==> config.mk <==
export PLATFORM = sky130hd
export DESIGN_NAME = rgb_pair_to_ycbcr422
export DESIGN_NICKNAME = d
export VERILOG_FILES = /design/src/rtl/rgb422_pkg.sv /design/src/rtl/rgb_pair_to_ycbcr422.sv
export SDC_FILE = /design/constraint.sdc
export NUM_CORES = 2
export LEC_CHECK = 0
export ABC_CLOCK_PERIOD_IN_PS = 11200
export BUFFER_PORTS_ARGS = -buffer_cell sky130_fd_sc_hd__clkbuf_2
export CORE_UTILIZATION = 38
export CTS_CLUSTER_SIZE = 10
export DETAILED_ROUTE_END_ITERATION = 16
export PLACE_DENSITY = 0.49
export REMOVE_ABC_BUFFERS = 1
export SLEW_MARGIN = 20
export SYNTH_ARGS = -nofsm -noshare
export SYNTH_HDL_FRONTEND = slang
export SYNTH_SLANG_ARGS = --single-unit
==> constraint.sdc <==
create_clock -name clock -period 11.2 [get_ports clock]
set_input_delay 1.68 -clock clock [delete_from_list [all_inputs] [get_ports clock]]
set_output_delay 1.68 -clock clock [all_outputs]
set_load 0.1 [all_outputs]
==> src/rtl/rgb422_pkg.sv <==
// Package for the RGB pair to YCbCr 4:2:2 converter: fixed-point weights,
// reciprocal constants, stage payload types and the arithmetic helpers.
// No dependencies.
`default_nettype none

package rgb422_pkg;

   localparam int LumaNumWidth   = 18;   // 1000 * 255 < 2**18
   localparam int ChromaNumWidth = 25;   // 100000 * 255 + 99999 < 2**25

   // luma weights, sum is 1000
   localparam int LumaWr = 299;
   localparam int LumaWg = 587;
   localparam int LumaWb = 114;
   localparam int LumaDiv = 1000;

   // chroma weights; the negative ones of each row sum to 50000
   localparam int CbWr = 16874;
   localparam int CbWg = 33126;
   localparam int CbWb = 50000;
   localparam int CrWr = 50000;
   localparam int CrWg = 41869;
   localparam int CrWb = 8131;
   localparam int ChromaBias = 12800000;
   localparam int ChromaDiv  = 100000;

   // floor(2**shift / divisor); estimate is exact or one low
   localparam int LumaShift   = 18;
   localparam int LumaRecip   = 262;
   localparam int ChromaShift = 25;
   localparam int ChromaRecip = 335;

   localparam int RecipWidth = 9;

   typedef logic [LumaNumWidth-1:0]   luma_num_type;
   typedef logic [ChromaNumWidth-1:0] chroma_num_type;

   // lane 0 is the left pixel, lane 1 the right one
   typedef struct packed {
      luma_num_type   [1:0] y_num;
      chroma_num_type [1:0] cb_num;
      chroma_num_type [1:0] cr_num;
   } num_type;

   typedef struct packed {
      luma_num_type   [1:0] y_num;
      chroma_num_type [1:0] cb_num;
      chroma_num_type [1:0] cr_num;
      logic [1:0][7:0]      y_est;
      logic [1:0][7:0]      cb_est;
      logic [1:0][7:0]      cr_est;
   } est_type;

   typedef struct packed {
      logic [1:0][7:0] y_q;
      logic [1:0][7:0] cb_q;
      logic [1:0][7:0] cr_q;
   } quot_type;

   function automatic luma_num_type luma_num(input logic [7:0] r, input logic [7:0] g,
                                             input logic [7:0] b);
      luma_num = LumaNumWidth'(LumaWr * r + LumaWg * g + LumaWb * b);
   endfunction

   // the sum never goes negative, so modular 32-bit math is exact
   function automatic chroma_num_type cb_num(input logic [7:0] r, input logic [7:0] g,
                                             input logic [7:0] b);
      cb_num = ChromaNumWidth'(CbWb * b + ChromaBias - CbWr * r - CbWg * g);
   endfunction

   function automatic chroma_num_type cr_num(input logic [7:0] r, input logic [7:0] g,
                                             input logic [7:0] b);
      cr_num = ChromaNumWidth'(CrWr * r + ChromaBias - CrWg * g - CrWb * b);
   endfunction

   function automatic logic [7:0] luma_est(input luma_num_type n);
      logic [LumaNumWidth+RecipWidth-1:0] p;
      p = LumaNumWidth'(n) * RecipWidth'(LumaRecip);
      luma_est = p[LumaShift+7:LumaShift];
   endfunction

   function automatic logic [7:0] chroma_est(input chroma_num_type n);
      logic [ChromaNumWidth+RecipWidth-1:0] p;
      p = ChromaNumWidth'(n) * RecipWidth'(ChromaRecip);
      chroma_est = p[ChromaShift+7:ChromaShift];
   endfunction

   function automatic luma_num_type luma_rem(input luma_num_type n, input logic [7:0] q);
      luma_rem = n - LumaNumWidth'(q * LumaDiv);
   endfunction

   function automatic chroma_num_type chroma_rem(input chroma_num_type n,
                                                 input logic [7:0] q);
      chroma_rem = n - ChromaNumWidth'(q * ChromaDiv);
   endfunction

endpackage

`default_nettype wire

==> src/rtl/rgb_pair_to_ycbcr422.sv <==
// Top level: RGB pixel pair to one YCbCr 4:2:2 item (Y1, Cb, Y2, Cr),
// full-range BT.601 weights. Uses rgb422_pkg.
//
//   channel | ports                                   | direction
//   --------+-----------------------------------------+----------
//   request | req_valid/req_stall, req_{red,green,blue}_{a,b} | in
//   response| rsp_valid/rsp_stall, rsp_luma_a/b, rsp_chroma_blue/red | out
//
// Four register stages: weighted sums, reciprocal multiply, remainder
// correction, chroma averaging into the output register. One item enters
// per cycle unless req_stall is high. Reset clears the stage valid bits
// only. A stall holds only the stages that are full, so empty stages still
// fill behind a waiting result.
`default_nettype none

module rgb_pair_to_ycbcr422
   import rgb422_pkg::*;
(
   input  wire logic       clock,
   input  wire logic       reset,
   input  wire logic       req_valid,
   output logic            req_stall,
   input  wire logic [7:0] req_red_a,
   input  wire logic [7:0] req_green_a,
   input  wire logic [7:0] req_blue_a,
   input  wire logic [7:0] req_red_b,
   input  wire logic [7:0] req_green_b,
   input  wire logic [7:0] req_blue_b,
   output logic            rsp_valid,
   input  wire logic       rsp_stall,
   output logic [7:0]      rsp_luma_a,
   output logic [7:0]      rsp_chroma_blue,
   output logic [7:0]      rsp_luma_b,
   output logic [7:0]      rsp_chroma_red
);

   logic v1_ff, v1_in, v2_ff, v2_in, v3_ff, v3_in, v4_ff, v4_in;
   logic s1_ready, s2_ready, s3_ready, s4_ready;

   num_type  s1_ff, s1_in;
   est_type  s2_ff, s2_in;
   quot_type s3_ff, s3_in;

   logic [7:0] luma_a_ff, luma_b_ff, cb_ff, cr_ff;
   logic [7:0] luma_a_in, luma_b_in, cb_in, cr_in;

   luma_num_type   [1:0] y_rem;
   chroma_num_type [1:0] cb_rem;
   chroma_num_type [1:0] cr_rem;

   logic [8:0] cb_sum, cr_sum;

   // a stage loads when empty or when the next one loads
   assign s4_ready  = !v4_ff || !rsp_stall;
   assign s3_ready  = !v3_ff || s4_ready;
   assign s2_ready  = !v2_ff || s3_ready;
   assign s1_ready  = !v1_ff || s2_ready;
   assign req_stall = !s1_ready;

   assign v1_in = s1_ready ? req_valid : v1_ff;
   assign v2_in = s2_ready ? v1_ff : v2_ff;
   assign v3_in = s3_ready ? v2_ff : v3_ff;
   assign v4_in = s4_ready ? v3_ff : v4_ff;

   // stage 1: weighted sums
   always_comb begin
      s1_in.y_num[0]  = luma_num(req_red_a, req_green_a, req_blue_a);
      s1_in.y_num[1]  = luma_num(req_red_b, req_green_b, req_blue_b);
      s1_in.cb_num[0] = cb_num(req_red_a, req_green_a, req_blue_a);
      s1_in.cb_num[1] = cb_num(req_red_b, req_green_b, req_blue_b);
      s1_in.cr_num[0] = cr_num(req_red_a, req_green_a, req_blue_a);
      s1_in.cr_num[1] = cr_num(req_red_b, req_green_b, req_blue_b);
   end

   // stage 2: quotient estimates by reciprocal multiply
   always_comb begin
      s2_in.y_num  = s1_ff.y_num;
      s2_in.cb_num = s1_ff.cb_num;
      s2_in.cr_num = s1_ff.cr_num;
      for (int l = 0; l < 2; l++) begin
         s2_in.y_est[l]  = luma_est(s1_ff.y_num[l]);
         s2_in.cb_est[l] = chroma_est(s1_ff.cb_num[l]);
         s2_in.cr_est[l] = chroma_est(s1_ff.cr_num[l]);
      end
   end

   // stage 3: estimate is exact or one low; bump when remainder reaches divisor
   always_comb begin
      for (int l = 0; l < 2; l++) begin
         y_rem[l]  = luma_rem(s2_ff.y_num[l], s2_ff.y_est[l]);
         cb_rem[l] = chroma_rem(s2_ff.cb_num[l], s2_ff.cb_est[l]);
         cr_rem[l] = chroma_rem(s2_ff.cr_num[l], s2_ff.cr_est[l]);
         s3_in.y_q[l]  = s2_ff.y_est[l]
                       + 8'(y_rem[l] >= LumaNumWidth'(LumaDiv));
         s3_in.cb_q[l] = s2_ff.cb_est[l]
                       + 8'(cb_rem[l] >= ChromaNumWidth'(ChromaDiv));
         s3_in.cr_q[l] = s2_ff.cr_est[l]
                       + 8'(cr_rem[l] >= ChromaNumWidth'(ChromaDiv));
      end
   end

   // stage 4: floor of the mean of the two chroma values
   assign cb_sum    = {1'b0, s3_ff.cb_q[0]} + {1'b0, s3_ff.cb_q[1]};
   assign cr_sum    = {1'b0, s3_ff.cr_q[0]} + {1'b0, s3_ff.cr_q[1]};
   assign luma_a_in = s3_ff.y_q[0];
   assign luma_b_in = s3_ff.y_q[1];
   assign cb_in     = cb_sum[8:1];
   assign cr_in     = cr_sum[8:1];

   always_ff @(posedge clock) begin
      if (reset) begin
         v1_ff <= 1'b0;
         v2_ff <= 1'b0;
         v3_ff <= 1'b0;
         v4_ff <= 1'b0;
      end else begin
         v1_ff <= v1_in;
         v2_ff <= v2_in;
         v3_ff <= v3_in;
         v4_ff <= v4_in;
      end
   end

   always_ff @(posedge clock) begin
      if (s1_ready) begin
         s1_ff <= s1_in;
      end
      if (s2_ready) begin
         s2_ff <= s2_in;
      end
      if (s3_ready) begin
         s3_ff <= s3_in;
      end
      if (s4_ready) begin
         luma_a_ff <= luma_a_in;
         luma_b_ff <= luma_b_in;
         cb_ff     <= cb_in;
         cr_ff     <= cr_in;
      end
   end

   assign rsp_valid       = v4_ff;
   assign rsp_luma_a      = luma_a_ff;
   assign rsp_luma_b      = luma_b_ff;
   assign rsp_chroma_blue = cb_ff;
   assign rsp_chroma_red  = cr_ff;

`ifndef SYNTHESIS
   a_luma_est_close: assert property (@(posedge clock) disable iff (reset)
      v2_ff |-> (y_rem[0] < LumaNumWidth'(2 * LumaDiv))
             && (y_rem[1] < LumaNumWidth'(2 * LumaDiv)))
      else $error("luma reciprocal estimate off by more than one");

   a_chroma_est_close: assert property (@(posedge clock) disable iff (reset)
      v2_ff |-> (cb_rem[0] < ChromaNumWidth'(2 * ChromaDiv))
             && (cb_rem[1] < ChromaNumWidth'(2 * ChromaDiv))
             && (cr_rem[0] < ChromaNumWidth'(2 * ChromaDiv))
             && (cr_rem[1] < ChromaNumWidth'(2 * ChromaDiv)))
      else $error("chroma reciprocal estimate off by more than one");

   a_s3_holds: assert property (@(posedge clock) disable iff (reset)
      (v3_ff && v4_ff && rsp_stall) |=> (v3_ff && $stable(s3_ff)))
      else $error("stage 3 item lost or changed under stall");
`endif

endmodule

`default_nettype wire
# Yosys cells after proc, flatten, opt, wreduce, memory -nomap -nowiden
# Cells that the tools add are included.
dict set report word_totals {
  regBits 404
  latchBits 0
  ram_bits 0
  mem_bits_ro 0
  inputBits 52
  out_inout_bits 34
  wordCells 108
  memories 0
}
dict set report op_classes {
  n_addsub 30
  multipliers 30
  div 0
  magnitude_cmp 6
  eq_ne 0
  n_shift 0
  mux 0
  n_bitwise 0
  n_reduce_logical 10
}
# cell count
set op_table {}
lappend op_table {{subtractor 25 bit} 6}
lappend op_table {{multiplier 25 x 9 -> 33 bit, second input constant} 4}
lappend op_table {{adder 24 x 24 -> 25 bit, second input constant} 4}
lappend op_table {{>= comparator 25 x 17 -> 1 bit, second input constant} 4}
lappend op_table {{multiplier 12 x 8 -> 20 bit, first input constant} 4}
lappend op_table {{multiplier 8 x 12 -> 20 bit, second input constant} 4}
lappend op_table {{multiplier 18 x 8 -> 25 bit, second input constant} 2}
lappend op_table {{subtractor 25 x 22 -> 25 bit} 2}
lappend op_table {{subtractor 25 x 23 -> 25 bit} 2}
lappend op_table {{subtractor 25 x 24 -> 25 bit} 2}
lappend op_table {{adder 8 x 1 -> 8 bit} 6}
lappend op_table {{multiplier 16 x 8 -> 24 bit, first input constant} 2}
lappend op_table {{multiplier 15 x 8 -> 23 bit, first input constant} 2}
lappend op_table {{multiplier 14 x 8 -> 22 bit, first input constant} 2}
lappend op_table {{multiplier 13 x 8 -> 21 bit, first input constant} 2}
lappend op_table {{adder 17 x 18 -> 18 bit} 2}
lappend op_table {{adder 18 x 15 -> 18 bit} 2}
lappend op_table {{>= comparator 18 x 10 -> 1 bit, second input constant} 2}
lappend op_table {{multiplier 10 x 8 -> 18 bit, first input constant} 2}
lappend op_table {{subtractor 18 bit} 2}
lappend op_table {{multiplier 9 x 8 -> 17 bit, first input constant} 2}
lappend op_table {{multiplier 8 x 7 -> 15 bit, second input constant} 2}
lappend op_table {{multiplier 6 x 8 -> 14 bit, first input constant} 2}
lappend op_table {{adder 8 x 8 -> 9 bit} 2}
lappend op_table {{other kinds (2)} 10}

# Depth between registers and ports, before layout
dict set report depth {
  word_depth 6
  ltp_mapped 33
  depth_no_buf 33
}

# Least setup slack after synthesis
# No wires, ideal clock.
dict set report synth_path {
  kind {input -> register}
  startpoint {input req_blue_a[2]}
  endpoint {register s1_ff[23] (netlist bit), data pin}
  setup_time_ps 258
  t_arrival_ps 9071
  required_ps 10942
  slack_ps 1872
  cell_stages 27
  path_buffers 0
  cell_sequence {fa_1 > inv_1 > fa_1 > fa_1 > fa_1 > inv_1 > ha_1 > or2_2 > a21oi_1 > a311oi_1 > o21a_1 > or2_2 > fa_1 > inv_1 > ha_1 > fa_1 > fa_1 > fa_1 > inv_1 > ha_1 > a2111oi_0 > nand2_1 > o31ai_1 > a21oi_1 > o21a_1 > nor2_1 > xnor2_1}
}
# item line
set synth_lines {}
lappend synth_lines {{from (decl)} rgb_pair_to_ycbcr422.sv:25} ;# input wire logic [7:0] req_blue_a,
lappend synth_lines {{to (signal assigned)} rgb_pair_to_ycbcr422.sv:126} ;# s1_ff <= s1_in;
lappend synth_lines {{to (decl)} rgb_pair_to_ycbcr422.sv:40} ;# num_type s1_ff, s1_in;

==> impl_metrics.yaml <==
synthesis:
  yosys-mux-area-fraction: 0.00189
  synthAdderAreaFrac: 0.537
  synth_xor_area_frac: 0.0552
  ys_top_cells_by_area: "ha_1, fa_1, edfxtp_1"
  ys_types: 77
  yosys_most_used_dff: "edfxtp_1"
  synth_edf_count: 370
  yosysTopAreaCell: "ha_1"
  yosysTopAreaCellShare: 0.290
  synth_top_family_by_area: "adder cells"
  yosys.area_share.simple: 0.0729
  ys_ff_latch: 374
  yosysWarnings: 0
  synth_compound_area_frac: 0.0957
  netlist_area_um2: 75600
  yosysSeqAreaShare: 0.148
  synthCells: 7567
  async_flop_share: 0
  synth_area_per_cell_um2: 10.0
routing:
  num_vias: 51600
  wl_um: 180000
  first_iter_violations: 2353
  drtAntennaViolNets: 0
  wl_per_cell_um: 17.3
  dr.pass1.iters: 5
  route.detailed.drc: 0
  routed_via_density: 4.97
placement:
  gp_congestion: 0.879
  dpl.hpwl_um: 153000
  port_buffers: 85
  dp_cells: 10300
sta:
  grt_setup_unrepaired: "no"
  finalHoldViolations: 0
  tightest_slew_ns: 0.954
  fin_skew_ns: 0.0369
  fin_crit_sh: 0.858
  fin_hold_ws_ns: 0.417
  fmax_mhz: 104
  fin_crit_ns: 9.61
  slew_headroom: 0.363
  setup_viol: 0
  tns_ns: 0
  slew_viol_final: 0
clock_network:
  insertion_delay_ns: 0.65
  cts_root_buffer: "clkbuf_16"
  htree_levels: 2
  cts.clk_slew.worst_paths_ns: 0.06
  clockBufferDepth: 3
  cts_buffers: 52
  postCtsResizedCells: 0
  cts_tree: "yes"
  post_cts_buffers: 0
  clkSinkCount: 374
  hold_buffers: 0
worst_setup_path:
  crit_buf_inv: 5
  critical_path.top_delay_family: "adder cells"
  critPathArrivalTime_ns: 9.99
  path_max_fanout: 9
  cpMaxStageDelayCell: "a2111oi_0"
  cp_common_cell: "fa_1"
  critPathRequiredTime_ns: 11.58
  endpoint_kind: "flip-flop"
  max_stage_delay_ns: 0.69
  crit_path_start_kind: "primary input"
  critical_path_class: "primary input to flip-flop"
floorplanning:
  core_region_area_um2: 198000
  initial_core_util: 0.383
  ios: 86
  dieWidth_um: 448
  rows: 163
  dieArea_um2: 201000
  fp.dieH_um: 448
global_route:
  track_usage: 0.185
  grt.overflow.total: 0
  grt_pass1_vias: 54000
  grt_pass1_wl_um: 292000
  grt_start_max_net_pins: 116
  antenna_found_initial: 1
run:
  drv_cap: 0
layout:
  drive_above_1_share: 0.0314
  finalNonFillerCells: 10400
  layout-area-overhead-vs-synth_pct: 7.28
  finalNetCount: 10400
outcome:
  run_status: "finished, final reports clean"
hold_path:
  worstHoldPathType: "flip-flop to flip-flop"
metrics by stage:
step	area [µm²]	util	worst slack, ns
global route	81200	0.411	1.17
floorplan	75600	-	1.87
global placement	79400	0.402	0.987
finish	81200	0.411	1.59
detailed placement	79400	0.402	0.941
CTS	81100	0.411	1.62
layout make-up:
cell class | instances | area (µm²)
diodes | 1 | 2.50
clock buffers | 67 | 1380
clock inverters | 26 | 320
fillers | 19400 | 116000
inverters | 1789 | 6720
multi-input cells | 5394 | 57700
flip-flops and latches | 374 | 11200
well taps | 2640 | 3300
repair buffers | 95 | 513
cell usage after synthesis, types with 7 or more instances:
cell / instances
inv_1: 1789
ha_1: 1756
fa_1: 932
edfxtp_1: 370
a21oi_1: 328
xnor2_1: 312
nor2_1: 277
nand2_1: 229
o21ai_0: 220
xor2_1: 160
nand3_1: 125
nor3_1: 116
a21o_1: 101
nand2b_1: 68
o21a_1: 67
and3_1: 56
o21bai_1: 51
nor2b_1: 45
a211oi_1: 43
o211ai_1: 43
or3_1: 43
or2_2: 36
a31oi_1: 28
nand4_1: 25
o2111ai_1: 22
a2111oi_0: 20
and2_1: 20
o31ai_1: 20
nor4_1: 19
o41ai_1: 16
a41oi_1: 13
a31o_2: 12
mux2i_1: 12
a211o_1: 11
a311oi_1: 11
nor3b_1: 11
o31a_1: 9
a21boi_0: 8
a221oi_1: 8
clkbuf_1: 8
o211a_1: 7
o21ai_1: 7
o221ai_1: 7
o41ai_2: 7
or4_1: 7
path summary, 6_finish.rpt:
check,cells past startpoint,slack [ns],end,start
max reg2reg,28,3.69,s3_ff[30]$_DFFE_PP_,s2_ff[26]$_DFFE_PP_
min,0,0.42,rsp_luma_b[1]$_DFFE_PP_,luma_b_in[1]$_DFFE_PP_
max,28,1.59,s1_ff[23]$_DFFE_PN_,req_blue_a[2]
min reg2reg,0,0.42,rsp_luma_b[1]$_DFFE_PP_,luma_b_in[1]$_DFFE_PP_
routing by layer:
metal | routed length [µm] | GRT usage | up-vias
met5 | 0 | 0 | -
met4 | 4630 | 0.0478 | 0
met3 | 5770 | 0.0187 | 176
met2 | 80700 | 0.297 | 660
met1 | 88400 | 0.263 | 25200
li1 | - | - | 25500
placed cells by master, fill, tap and decap left out, types with 22 or more instances in the layout:
| master | synthesis | layout |
|---|---|---|
| o21ai_0 | 220 | 220 |
| inv_1 | 1789 | 1788 |
| nor3_1 | 116 | 116 |
| nand2_1 | 229 | 227 |
| xnor2_1 | 312 | 312 |
| o21bai_1 | 51 | 51 |
| nor2_1 | 277 | 277 |
| o2111ai_1 | 22 | 22 |
| or3_1 | 43 | 43 |
| fa_1 | 932 | 932 |
| a21o_1 | 101 | 101 |
| edfxtp_1 | 370 | 370 |
| nand2b_1 | 68 | 68 |
| nand4_1 | 25 | 25 |
| and3_1 | 56 | 56 |
| o211ai_1 | 43 | 43 |
| ha_1 | 1756 | 1756 |
| nand3_1 | 125 | 124 |
| xor2_1 | 160 | 160 |
| or2_2 | 36 | 36 |
| a211oi_1 | 43 | 43 |
| o21a_1 | 67 | 67 |
| a31oi_1 | 28 | 28 |
| nor2b_1 | 45 | 45 |
| a21oi_1 | 328 | 328 |
| clkbuf_2 | 0 | 85 |
| clkbuf_16 | 0 | 53 |
logic make-up after synthesis:
kind of cell               Yosys count
adders and majority gates         2688
buffers and inverters             1799
and+or+nand+nor                   1113
AOI/OAI and AO/OA                 1105
xor gates and xnor gates           474
DFF                                374
muxes                               14
state kept, by name, indices dropped and copies added (netlist names), 8 cells and up:
register	cells
rsp_chroma_blue	8
rsp_chroma_red	8
s2_ff	158
rsp_luma_b	8
s1_ff	132
luma_b_in	8
luma_a_in	8
s3_ff	32
rsp_luma_a	8
Power is left out: the tool's default activity adds up to more than one toggle a clock period on the data nets, which glitch-free logic cannot reach.
